==> src/design/ets_pkg.sv <==
`timescale 1ns / 1ps
package ets_pkg;

  // Position counter: width of the offset field and its saturation limit
  localparam int PosBits  = 16;
  localparam int PosWidth = 16;
  localparam logic [PosWidth-1:0] PosLimit =
    (PosBits >= 16) ? {PosWidth{1'b1}} : PosWidth'((32'd1 << PosBits) - 32'd1);

  // Most tokens one input word can produce
  localparam int MaxTok   = 3;
  localparam int CntWidth = $clog2(MaxTok + 1);

  // Bundle queue between scanner and emitter
  localparam int QDepth   = 4;
  localparam int QPtrBits = $clog2(QDepth);

  typedef enum logic [1:0] {
    KIND_PUNCT = 2'd0,
    KIND_OP    = 2'd1,
    KIND_WORD  = 2'd2,
    KIND_END   = 2'd3
  } kind_e;

  typedef struct packed {
    kind_e               kind;
    logic [PosWidth-1:0] start_pos;
    logic [PosWidth-1:0] token_len;
    logic [7:0]          first_byte;
  } token_t;

  // All tokens caused by one input word, slot 0 first
  typedef struct packed {
    logic [CntWidth-1:0] cnt;
    token_t [MaxTok-1:0] tok;
  } bundle_t;

  // Queue status seen by both sides
  typedef struct packed {
    logic full;
    logic empty;
  } q_status_t;

endpackage

==> src/design/expression_token_scanner_core.sv <==
`timescale 1ns / 1ps
// Expression token scanner.
// Input stream: one text byte per word on s_axis (tdata = byte, tlast marks
// the final byte). A zero byte or tlast ends the text and yields an end token.
// Output stream: one token per word on m_axis; tuser carries the token kind,
// tdata its start offset, length and first byte, tlast marks the last token
// produced by one input byte (a byte yields zero to three tokens).
// A token completed by an accepted byte leaves the block by way of the bundle
// queue and then the emitter register.
// Throughput: one input byte per cycle while each byte yields at most one
// token and m_axis_tready is high; the emitter then sends one token per cycle,
// so the four-bundle queue absorbs the burst from a byte that completes
// several tokens. Bytes that produce nothing never enter the queue.
// Reset clears the scanner to idle at offset zero and empties the queue.
// When the receiver stalls, the emitter holds its token and the queue fills;
// s_axis_tready drops only once the queue is full.
module expression_token_scanner_core (
  input  logic        clk_i,
  input  logic        rst_ni,
  input  logic        s_axis_tvalid,
  output logic        s_axis_tready,
  input  logic [7:0]  s_axis_tdata,   // [7:0] ch
  input  logic        s_axis_tlast,
  output logic        m_axis_tvalid,
  input  logic        m_axis_tready,
  output logic [39:0] m_axis_tdata,   // [15:0] start_pos, [31:16] token_len, [39:32] first_byte
  output logic [1:0]  m_axis_tuser,   // [1:0] kind
  output logic        m_axis_tlast
);
  import ets_pkg::*;

  bundle_t   scan_bundle;
  bundle_t   q_head;
  q_status_t q_status;
  logic      in_fire;
  logic      push;
  logic      pop;
  token_t    out_tok;

  assign s_axis_tready = !q_status.full;
  assign in_fire       = s_axis_tvalid && s_axis_tready;
  assign push          = in_fire && (scan_bundle.cnt != '0);

  ets_scan u_scan (
    .clk_i     (clk_i),
    .rst_ni    (rst_ni),
    .in_fire_i (in_fire),
    .ch_i      (s_axis_tdata),
    .last_i    (s_axis_tlast),
    .bundle_o  (scan_bundle)
  );

  ets_fifo u_fifo (
    .clk_i    (clk_i),
    .rst_ni   (rst_ni),
    .push_i   (push),
    .wdata_i  (scan_bundle),
    .pop_i    (pop),
    .rdata_o  (q_head),
    .status_o (q_status)
  );

  ets_emit u_emit (
    .clk_i       (clk_i),
    .rst_ni      (rst_ni),
    .head_i      (q_head),
    .q_empty_i   (q_status.empty),
    .pop_o       (pop),
    .out_valid_o (m_axis_tvalid),
    .out_ready_i (m_axis_tready),
    .out_tok_o   (out_tok),
    .out_end_o   (m_axis_tlast)
  );

  // Pack token fields onto the output stream
  assign m_axis_tdata = {out_tok.first_byte, out_tok.token_len, out_tok.start_pos};
  assign m_axis_tuser = out_tok.kind;

endmodule

==> src/design/ets_scan.sv <==
`timescale 1ns / 1ps
module ets_scan (
  input  logic               clk_i,
  input  logic               rst_ni,
  input  logic               in_fire_i,
  input  logic [7:0]         ch_i,
  input  logic               last_i,
  output ets_pkg::bundle_t   bundle_o
);
  import ets_pkg::*;

  localparam logic [7:0] ChNul   = 8'h00;
  localparam logic [7:0] ChTab   = 8'h09;
  localparam logic [7:0] ChLf    = 8'h0a;
  localparam logic [7:0] ChSpace = 8'h20;
  localparam logic [7:0] ChColon = 8'h3a;
  localparam logic [7:0] ChLt    = 8'h3c;
  localparam logic [7:0] ChGt    = 8'h3e;
  localparam logic [7:0] ChEq    = 8'h3d;
  localparam logic [7:0] ChBang  = 8'h21;
  localparam logic [7:0] ChPlus  = 8'h2b;
  localparam logic [7:0] ChSlash = 8'h2f;
  localparam logic [7:0] ChStar  = 8'h2a;
  localparam logic [7:0] ChBar   = 8'h7c;
  localparam logic [7:0] ChAmp   = 8'h26;

  typedef enum logic [1:0] {
    MODE_IDLE    = 2'd0,
    MODE_OP      = 2'd1,
    MODE_WORD    = 2'd2,
    MODE_COMMENT = 2'd3
  } mode_e;

  function automatic logic is_space(input logic [7:0] c);
    return (c == ChTab) || (c == ChSpace) || (c == ChLf);
  endfunction

  function automatic logic is_punct(input logic [7:0] c);
    return (c == 8'h28) || (c == 8'h5b) || (c == 8'h7b) || (c == 8'h2c) ||
           (c == 8'h7d) || (c == 8'h5d) || (c == 8'h29) || (c == 8'h27) ||
           (c == 8'h22) || (c == 8'h2d) || (c == 8'h2e);
  endfunction

  function automatic logic is_op(input logic [7:0] c);
    return (c == ChColon) || (c == ChPlus) || (c == ChLt) || (c == ChGt) ||
           (c == ChEq) || (c == ChBang) || (c == ChStar) || (c == ChBar) ||
           (c == ChAmp) || (c == ChSlash);
  endfunction

  function automatic logic pairs_with(input logic [7:0] f, input logic [7:0] c);
    logic r;
    case (f)
      ChColon:                            r = (c == ChLt);
      ChPlus, ChLt, ChGt, ChEq, ChBang:   r = (c == ChEq);
      ChStar:                             r = (c == ChStar);
      ChBar:                              r = (c == ChBar);
      ChAmp:                              r = (c == ChAmp);
      default:                            r = 1'b0;
    endcase
    return r;
  endfunction

  function automatic token_t mk_tok(input kind_e k, input logic [PosWidth-1:0] s,
                                    input logic [PosWidth-1:0] l, input logic [7:0] f);
    token_t t;
    t.kind       = k;
    t.start_pos  = s;
    t.token_len  = l;
    t.first_byte = f;
    return t;
  endfunction

  mode_e               mode_q, mode_d;
  logic [PosWidth-1:0] pos_q, pos_d;
  logic [PosWidth-1:0] pstart_q, pstart_d;
  logic [7:0]          pfirst_q, pfirst_d;
  logic                star_q, star_d;

  // Next scanner state and the tokens this word produces
  always_comb begin
    token_t [MaxTok-1:0] tok;
    logic [CntWidth-1:0] n;
    logic                begin_tok;
    logic                do_flush;
    logic [PosWidth-1:0] fl_pos;

    tok       = '0;
    n         = '0;
    begin_tok = 1'b0;
    mode_d    = mode_q;
    pos_d     = pos_q;
    pstart_d  = pstart_q;
    pfirst_d  = pfirst_q;
    star_d    = star_q;
    do_flush  = 1'b0;
    fl_pos    = pos_q;

    if (ch_i == ChNul) begin
      do_flush = 1'b1;
      fl_pos   = pos_q;
    end else begin
      case (mode_q)
        MODE_OP: begin
          if (pfirst_q == ChSlash && ch_i == ChStar) begin
            mode_d = MODE_COMMENT;
            star_d = 1'b1;
          end else if (pairs_with(pfirst_q, ch_i)) begin
            tok[n] = mk_tok(KIND_OP, pstart_q, PosWidth'(2), pfirst_q);
            n      = n + 1'b1;
            mode_d = MODE_IDLE;
          end else begin
            tok[n]    = mk_tok(KIND_OP, pstart_q, PosWidth'(1), pfirst_q);
            n         = n + 1'b1;
            begin_tok = 1'b1;
          end
        end
        MODE_WORD: begin
          if (is_space(ch_i) || is_punct(ch_i) || is_op(ch_i)) begin
            tok[n]    = mk_tok(KIND_WORD, pstart_q, pos_q - pstart_q, pfirst_q);
            n         = n + 1'b1;
            begin_tok = 1'b1;
          end
        end
        MODE_COMMENT: begin
          if (star_q && ch_i == ChSlash) begin
            mode_d = MODE_IDLE;
            star_d = 1'b0;
          end else begin
            star_d = (ch_i == ChStar);
          end
        end
        default: begin_tok = 1'b1;
      endcase

      // Start of a new token at this byte
      if (begin_tok) begin
        if (is_space(ch_i)) begin
          mode_d = MODE_IDLE;
        end else if (is_punct(ch_i)) begin
          tok[n] = mk_tok(KIND_PUNCT, pos_q, PosWidth'(1), ch_i);
          n      = n + 1'b1;
          mode_d = MODE_IDLE;
        end else begin
          mode_d   = is_op(ch_i) ? MODE_OP : MODE_WORD;
          pstart_d = pos_q;
          pfirst_d = ch_i;
        end
      end

      pos_d    = (pos_q >= PosLimit) ? PosLimit : pos_q + 1'b1;
      do_flush = last_i;
      fl_pos   = pos_d;
    end

    // End of text: emit the pending token, the end marker, then restart
    if (do_flush) begin
      if (mode_d == MODE_OP) begin
        tok[n] = mk_tok(KIND_OP, pstart_d, PosWidth'(1), pfirst_d);
        n      = n + 1'b1;
      end else if (mode_d == MODE_WORD) begin
        tok[n] = mk_tok(KIND_WORD, pstart_d, fl_pos - pstart_d, pfirst_d);
        n      = n + 1'b1;
      end
      tok[n]   = mk_tok(KIND_END, fl_pos, '0, 8'h00);
      n        = n + 1'b1;
      mode_d   = MODE_IDLE;
      pos_d    = '0;
      pstart_d = '0;
      pfirst_d = '0;
      star_d   = 1'b0;
    end

    bundle_o.cnt = n;
    bundle_o.tok = tok;
  end

  // Scanner state
  always_ff @(posedge clk_i or negedge rst_ni) begin
    if (!rst_ni) begin
      mode_q   <= MODE_IDLE;
      pos_q    <= '0;
      pstart_q <= '0;
      pfirst_q <= '0;
      star_q   <= 1'b0;
    end else if (in_fire_i) begin
      mode_q   <= mode_d;
      pos_q    <= pos_d;
      pstart_q <= pstart_d;
      pfirst_q <= pfirst_d;
      star_q   <= star_d;
    end
  end

endmodule

==> src/design/ets_fifo.sv <==
`timescale 1ns / 1ps
module ets_fifo (
  input  logic                clk_i,
  input  logic                rst_ni,
  input  logic                push_i,
  input  ets_pkg::bundle_t    wdata_i,
  input  logic                pop_i,
  output ets_pkg::bundle_t    rdata_o,
  output ets_pkg::q_status_t  status_o
);
  import ets_pkg::*;

  bundle_t             mem_q [QDepth];
  logic [QPtrBits-1:0] wptr_q, rptr_q;
  logic [QPtrBits:0]   cnt_q;

  assign status_o.full  = (cnt_q == (QPtrBits+1)'(QDepth));
  assign status_o.empty = (cnt_q == '0);
  assign rdata_o        = mem_q[rptr_q];

  // Storage
  always_ff @(posedge clk_i) begin
    if (push_i) begin
      mem_q[wptr_q] <= wdata_i;
    end
  end

  // Pointers and fill level
  always_ff @(posedge clk_i or negedge rst_ni) begin
    if (!rst_ni) begin
      wptr_q <= '0;
      rptr_q <= '0;
      cnt_q  <= '0;
    end else begin
      if (push_i) wptr_q <= wptr_q + 1'b1;
      if (pop_i)  rptr_q <= rptr_q + 1'b1;
      cnt_q <= cnt_q + (QPtrBits+1)'(push_i) - (QPtrBits+1)'(pop_i);
    end
  end

`ifndef NO_ASSERTIONS
  a_no_overflow: assert property (@(posedge clk_i) disable iff (!rst_ni)
    status_o.full |-> !push_i || pop_i)
    else $error("bundle queue overflow");
  a_no_underflow: assert property (@(posedge clk_i) disable iff (!rst_ni)
    status_o.empty |-> !pop_i)
    else $error("bundle queue underflow");
  a_level_tracks_ptrs: assert property (@(posedge clk_i) disable iff (!rst_ni)
    (wptr_q - rptr_q) == cnt_q[QPtrBits-1:0])
    else $error("bundle queue level out of step with pointers");
`endif

endmodule

==> src/design/ets_emit.sv <==
`timescale 1ns / 1ps
module ets_emit (
  input  logic                clk_i,
  input  logic                rst_ni,
  input  ets_pkg::bundle_t    head_i,
  input  logic                q_empty_i,
  output logic                pop_o,
  output logic                out_valid_o,
  input  logic                out_ready_i,
  output ets_pkg::token_t     out_tok_o,
  output logic                out_end_o
);
  import ets_pkg::*;

  bundle_t             cur_q;
  logic [CntWidth-1:0] idx_q;
  logic                valid_q;
  logic                fire;
  logic                last_slot;
  logic                load;

  assign fire        = valid_q && out_ready_i;
  assign last_slot   = (idx_q == cur_q.cnt - 1'b1);
  assign load        = !valid_q || (fire && last_slot);
  assign pop_o       = load && !q_empty_i;
  assign out_valid_o = valid_q;
  assign out_tok_o   = cur_q.tok[idx_q[$clog2(MaxTok)-1:0]];
  assign out_end_o   = last_slot;

  // Current bundle and slot index
  always_ff @(posedge clk_i or negedge rst_ni) begin
    if (!rst_ni) begin
      valid_q <= 1'b0;
      idx_q   <= '0;
    end else if (load) begin
      valid_q <= !q_empty_i;
      idx_q   <= '0;
    end else if (fire) begin
      idx_q   <= idx_q + 1'b1;
    end
  end

  always_ff @(posedge clk_i) begin
    if (pop_o) begin
      cur_q <= head_i;
    end
  end

`ifndef NO_ASSERTIONS
  a_slot_in_range: assert property (@(posedge clk_i) disable iff (!rst_ni)
    valid_q |-> (idx_q < cur_q.cnt) && (cur_q.cnt != '0))
    else $error("emitter slot index past bundle size");
  a_end_marker_last: assert property (@(posedge clk_i) disable iff (!rst_ni)
    (valid_q && cur_q.tok[idx_q[$clog2(MaxTok)-1:0]].kind == KIND_END) |-> last_slot)
    else $error("end marker not the last token of its word");
`endif

endmodule
==> config.mk <==
export PLATFORM = sky130hd
export DESIGN_NAME = expression_token_scanner_core
export DESIGN_NICKNAME = d
export VERILOG_FILES = /design/src/design/ets_pkg.sv /design/src/design/expression_token_scanner_core.sv /design/src/design/ets_scan.sv /design/src/design/ets_fifo.sv /design/src/design/ets_emit.sv
export SDC_FILE = /design/constraint.sdc
export NUM_CORES = 1
export LEC_CHECK = 0
export BUFFER_PORTS_ARGS = -buffer_cell sky130_fd_sc_hd__buf_4
export CAP_MARGIN = 20
export CORE_MARGIN = 10
export CORE_UTILIZATION = 65
export CTS_CLUSTER_DIAMETER = 120
export DETAILED_ROUTE_END_ITERATION = 12
export PLACE_DENSITY = 0.78
export RECOVER_POWER = 25
export SLEW_MARGIN = 40
export SYNTH_ARGS = -nofsm -noshare
export SYNTH_HDL_FRONTEND = slang
export SYNTH_SLANG_ARGS = --single-unit
==> constraint.sdc <==
create_clock -name clk_i -period 13.9 [get_ports clk_i]
set_input_delay 2.085 -clock clk_i [delete_from_list [all_inputs] [get_ports clk_i]]
set_output_delay 2.085 -clock clk_i [all_outputs]
set_load 0.1 [all_outputs]
Yosys cells after proc, flatten, opt, wreduce, memory -nomap -nowiden
Memory sizes are Yosys's and may differ from the RTL's. A register that Yosys moved wholly into a read port is not among the register bits.
Index checks and enable logic that the tools add are counted.
- add/sub/neg operators: 12
- reductions and logical operators: 44
- $lt $le $gt $ge: 8
- equal/unequal tests: 43
- mux-type cells: 79
- operators by type and width (cell ; count):
    two-way mux 126 bit ; 8
    bitwise mux 126 bit ; 4
    demux 42 bit (select 2 bit) ; 3
    two-way mux 42 bit ; 6
    == test 8 x 6 -> 1 bit, second input constant ; 26
    two-way mux 16 bit ; 8
    binary-select mux 42 bit (select 2 bit) ; 1
    one-hot mux 42 bit (2 select lines) ; 1
    == test 8 x 7 -> 1 bit, second input constant ; 6
    two-way mux 41 bit ; 1
    two-way mux 2 bit ; 20
    two-way mux 8 bit ; 5
    subtractor 16 bit ; 2
    logical OR 1 bit ; 24
    adder 16 x 1 -> 16 bit, second input constant ; 1
    == test 8 x 4 -> 1 bit, second input constant ; 2
    greater-or-equal comparator 16 bit, second input constant ; 1
    two-way mux 1 bit ; 16
    adder 2 x 1 -> 2 bit, second input constant ; 6
    less-than comparator 2 x 3 -> 1 bit, second input constant ; 4
    logical AND 1 bit ; 10
    two-way mux 10 bit ; 1
    zero test 8 bit ; 1
    one-hot mux 2 bit (2 select lines) ; 2
    19 further kinds ; 27
- register bits after elaboration: 53
- output and inout port bits: 45
- memories kept: 1
- bits of input ports: 13
- bits in writable memories: 512
- memory list (memory ; depth ; width ; read ports ; clocked after Yosys merged registers in ; wr ports ; RTL line ; RTL):
    u_fifo.mem_q ; 4 ; 128 ; 1 ; 1 ; 1 ; ets_fifo.sv:13 ; bundle_t mem_q [QDepth];

Logic depth before layout (Yosys ltp)
- depth in word-level cells: 31
- gate-level depth with buffers: 25

By module
Synthesis repeated with hierarchy kept, for this count alone.
- cells, all modules: 2048
- area total of the unflattened synthesis: 31041.0 µm²
- modules (own cells, without submodules) (module ; area each (µm²) ; instances ; seq. area each (µm²) ; cells each):
    ets_fifo ; 18856.8 ; 1 ; 15549.9 ; 703
    ets_scan ; 7216.9 ; 1 ; 1076.0 ; 1044
    ets_emit ; 4942.2 ; 1 ; 3918.8 ; 298
    expression_token_scanner_core ; 25.0 ; 1 ; 0.0 ; 3

Worst setup path before layout
Ideal clock, no wire load.
- kind: register -> register
- start point: register u_emit.idx_q[1]
- end point: register u_fifo.cnt_q[2]
- slack: 2.361 ns
- period minus slack after synthesis: 11.539 ns
- cell stages (with the launch flop): 13
- data required time: 13.820 ns
- library setup time: 0.080 ns
- path buffers: 1
- arrival time: 11.459 ns
- cells stage by stage: dfrtp_1 > clkbuf_1 > xnor2_1 > nand2_1 > o21ai_0 > nand2_1 > a21oi_1 > ha_1 > inv_1 > ha_1 > fa_1 > xnor2_1 > xnor2_1
- longest elaborated chain between the ends: 5
- RTL lines (item ; RTL line ; RTL):
    start, declared ; ets_emit.sv:16 ; logic [CntWidth-1:0] idx_q;
    start signal, assigned ; ets_emit.sv:39 ; idx_q <= idx_q + 1'b1;
    == test 2 bit ; ets_emit.sv:23 ; assign last_slot = (idx_q == cur_q.cnt - 1'b1);
    via m_axis_tlast ; expression_token_scanner_core.sv:28 ; output logic m_axis_tlast
    logical AND 1 bit ; ets_emit.sv:24 ; assign load = !valid_q || (fire && last_slot);
    logical OR 1 bit ; ets_emit.sv:24 ;
    logical AND 1 bit ; ets_emit.sv:25 ; assign pop_o = load && !q_empty_i;
    via pop ; expression_token_scanner_core.sv:37 ; logic pop;
    subtractor 3 x 1 -> 3 bit ; ets_fifo.sv:37 ; cnt_q <= cnt_q + (QPtrBits+1)'(push_i) - (QPtrBits+1)'(pop_i);
    end signal, assigned ; ets_fifo.sv:37 ;
    end, declared ; ets_fifo.sv:15 ; logic [QPtrBits:0] cnt_q;
The timed path passes the listed nets, and every way through them passes these cells.
A chain may end at the register's enable or synchronous reset.

==> metrics.csv <==
stage,metric,value,unit
clock_tree,Clock Tree Root,clkbuf_16,
status,outcome,"finished, violations left",
power_and_ir_drop,internal power,5021,uW
global_routing,All-Layer GR Usage,27.12,%
floorplanning,die area,0.05569,mm^2
final_layout,n_diodes,0,
sta,final setup fails,0,
logic_synthesis,mux share of post-synthesis cell area,11.59,%
setup_path,worst path cell trace,clkbuf_1 -> or4b_1 -> a2111o_1 -> a211oi_1 -> o31ai_4 -> o311ai_0 -> o211ai_2 -> a21oi_4 -> nor2_1 -> ha_1 -> o22ai_1 -> nand4b_1 -> nor3b_2 -> and2_4 -> buf_6,
global_routing,vias in the first global route,18140,
setup_path,crit path DAT,9.77,ns
logic_synthesis,"Seq/Total Area, Yosys",67.75,%
route,antenna-violating nets left,0,
route,WL final,75.43,mm
sta,min setup slack post-route,4.362,ns
logic_synthesis,"top cells by count, synth","640 x edfxtp_1, 140 x nand2_1, 128 x mux4_2",
final_layout,layout cell share with drive strength beyond 1,16.29,%
logic_synthesis,adder-cell share of the synthesized area,2.055,%
route,WL/cell,28.65,um
setup_path,Worst setup EP type,register,
logic_synthesis,Syn Nets,2000,
logic_synthesis,xor/xnor cell area share of the yosys netlist,1.271,%
clock_tree,post-cts resize count,0,
power_and_ir_drop,VDD IR-drop max,0.2582,mV
power_and_ir_drop,clock network power share,21.5,%
power_and_ir_drop,Psw,3249,uW
power_and_ir_drop,Pwr Density,247.6,mW/mm^2
power_and_ir_drop,P_leak,0.01127,uW
logic_synthesis,top cells by area in the synthesized netlist,"edfxtp_1 63%, mux4_2 9.5%, dfrtp_1 4.4%, ha_1 1.9%, mux2i_1 1.8%",
sta,final worst-path cycle share,68.62,%
setup_path,worst-path maximum fanout,68,
setup_path,max incr delay on CP,1.10,ns
floorplanning,Die H,236.0,um
power_and_ir_drop,Switching Share,39.28,%
logic_synthesis,Netlist cell types,92,
route,Initial DRT Pass Iterations,6,
logic_synthesis,"FFs w/ async S/R, synth",7.648,%
sta,Achievable Freq,104.8,MHz
route,Vias per Instance,6.798,
clock_tree,TritonCTS clock tree,built,
setup_path,Crit path required time,14.13,ns
logic_synthesis,most common cell in the synthesized netlist,edfxtp_1,
logic_synthesis,"flops & latches, synth",693,
route,Iter 0 DRT Violations,2214,
setup_path,"delay-heaviest family, CP",compound AO/OA/AOI/OAI gates,
logic_synthesis,Synth Area in Simple Gates,6.767,%
sta,unrepaired setup endpoints after global routing,false,
clock_tree,postcts setup bufs,0,
floorplanning,initial core utilization,65.41,%
floorplanning,core area,0.04636,mm^2
sta,Slew @ Worst Pin,4.367,ns
logic_synthesis,largest family of logic cells by synthesized area,multiplexers,
final_layout,area of the multi-input gates,0.009105,mm^2
power_and_ir_drop,power share of the sequential group,38.7,%
clock_tree,Sink Count,693,
placement,placed cells,2508,
setup_path,Critical Path Start Type,primary input,
global_routing,GRT overflow,0,
floorplanning,FP Rows,79,
logic_synthesis,Netlist Area Pre-Place,0.03032,mm^2
global_routing,pin count of the biggest net entering global routing,76,
power_and_ir_drop,power share of the combinational group,39.8,%
final_layout,synthesis-to-layout area growth,10.15,%
sta,fin. max-slew vios,460,
logic_synthesis,Post-synth EDFFs,640,
clock_tree,Skew-Pair Late Insertion Delay,0.62,ns
logic_synthesis,Synth Area in Compound Gates,8.141,%
sta,Worst Skew,0.02451,ns
placement,Buffers on Ports,57,
logic_synthesis,predominant post-synthesis flop cell,edfxtp_1,
clock_tree,"Hold-fix buffers, CTS",0,
logic_synthesis,YS warnings,0,
placement,Setup WS pre-CTS,4.285,ns
logic_synthesis,"area leader, netlist",edfxtp_1,
setup_path,WP buf/inv,2,
setup_path,critical path's slowest cell,o311ai_0,
status,violated checks,"max-capacitance violations, max-slew violations",
route,routed vias,17900,
final_layout,Fillers,2813,
sta,min cycle time layout,9.538,ns
placement,Final HPWL DP,45.92,mm
clock_tree,H-tree levels,3,
setup_path,critical setup path kind,in -> reg,
placement,Placer Congestion,0.9127,
final_layout,Layout Cells excl Fill,2633,
sta,Slew headroom,-191.1,%
logic_synthesis,area share of the leading cell type in the synthesized netlist,63.38,%
sta,final hold vios,0,
flow_run,Max-Cap Viols,12,
sta,Fin Hold WS,0.5054,ns
global_routing,initial antenna violation count,0,
logic_synthesis,Mean Syn Cell Area,15.64,um^2
floorplanning,Ports,58,
clock_tree,Num CTS Buffers,69,
route,Remaining DRCs,0,
hold_path,HP Class,reg -> reg,
clock_tree,CTS max path bufs,3,
global_routing,first-pass GRT wire length,115.2,mm
sta,total negative setup slack,0,ns
final_layout,Post-layout nets,2034,
logic_synthesis,cell count after synthesis,1939,
floorplanning,Die X,236.0,um
final_layout,FF/Latch Area,0.02055,mm^2
clock_tree,"Reg clk slew, reported paths",0.06,ns
## cells by family (layout without fill, tap and decap cells)
| family | Yosys count | in the layout |
|---|---|---|
| buffers and inverters | 181 | 268 |
| muxes | 190 | 190 |
| and+or+nand+nor | 423 | 423 |
| DFF | 693 | 693 |
| xor gates and xnor gates | 44 | 44 |
| adders and majority gates | 48 | 48 |
| AOI/OAI and AO/OA | 360 | 360 |
## sequential cells by signal, indices dropped and copies added, names as in the netlist
register,cells
u_emit.idx_q,2
u_emit.cur_q,128
u_fifo.cnt_q,3
u_scan.pfirst_q,8
u_fifo.mem_q,512
u_fifo.wptr_q,2
u_scan.pstart_q,16
u_emit.out_valid_o,1
u_scan.star_q,1
u_scan.mode_q,2
u_scan.pos_q,16
u_fifo.rptr_q,2
## metal layers
layer	share of wire [%]	vias to the layer above	track usage, %	wire length, um
met5	0	-	0	0
met4	2.2	0	7.556	1663
met3	8.3	121	5.033	6266
met2	48	900	42.97	36520
met1	41	9173	38.27	30980
li1	-	7705	-	-
## cell usage in the layout, fill, tap and decap left out, types with 44 or more instances in the layout
cell type  count
clkbuf_1      44
nor2_1       118
o21ai_0       80
edfxtp_1     640
dfrtp_1       52
a21oi_1       56
buf_4         50
clkbuf_16     69
ha_1          45
mux4_2       128
inv_1         61
nand2_1      139
mux2i_1       55
## metrics by stage
step	total power [uW]	util, %	instance area [um^2]
2_1_floorplan	5536	-	30320
3_3_place_gp	6330	67.34	31220
3_5_place_dp	6436	67.66	31370
4_1_cts	8239	72.29	33510
5_1_grt	8605	72.05	33400
6_report	8270	72.05	33400
## power by group through the flow
stage               sequential, uW  combinational (uW)  clock (uW)
floorplan                     3160                2370           0
global placement              3190                3140           0
detailed placement            3230                3210           0
CTS                           3200                3240        1800
global route                  3240                3490        1880
finish                        3200                3290        1780
## path summary, 6_finish.rpt
path | startpoint | cells after the start | endpoint | slack, ns
worst max-delay path | s_axis_tdata[1] | 15 | u_fifo.mem_q[3][116] | 4.36
worst min-delay path | u_scan.star_q | 1 | u_scan.star_q | 0.51
worst max register to register | u_emit.idx_q[1] | 10 | u_fifo.rptr_q[1] | 5.02
worst min register to register | u_scan.star_q | 1 | u_scan.star_q | 0.51
max in group asynchronous | rst_ni | 1 | u_emit.idx_q[0] | 8.94
min in group asynchronous | rst_ni | 1 | u_scan.pos_q[10] | 2.68
## cell type report
type	instances	area share, %
tap	607	2.274
multi-input combinational	1065	27.26
sequential	693	61.51
timing repair buffer	83	1.847
inverter	61	0.6855
clock buffer	94	5.540
clock inverter	30	0.8803
Power figures use the tool's default switching activity.
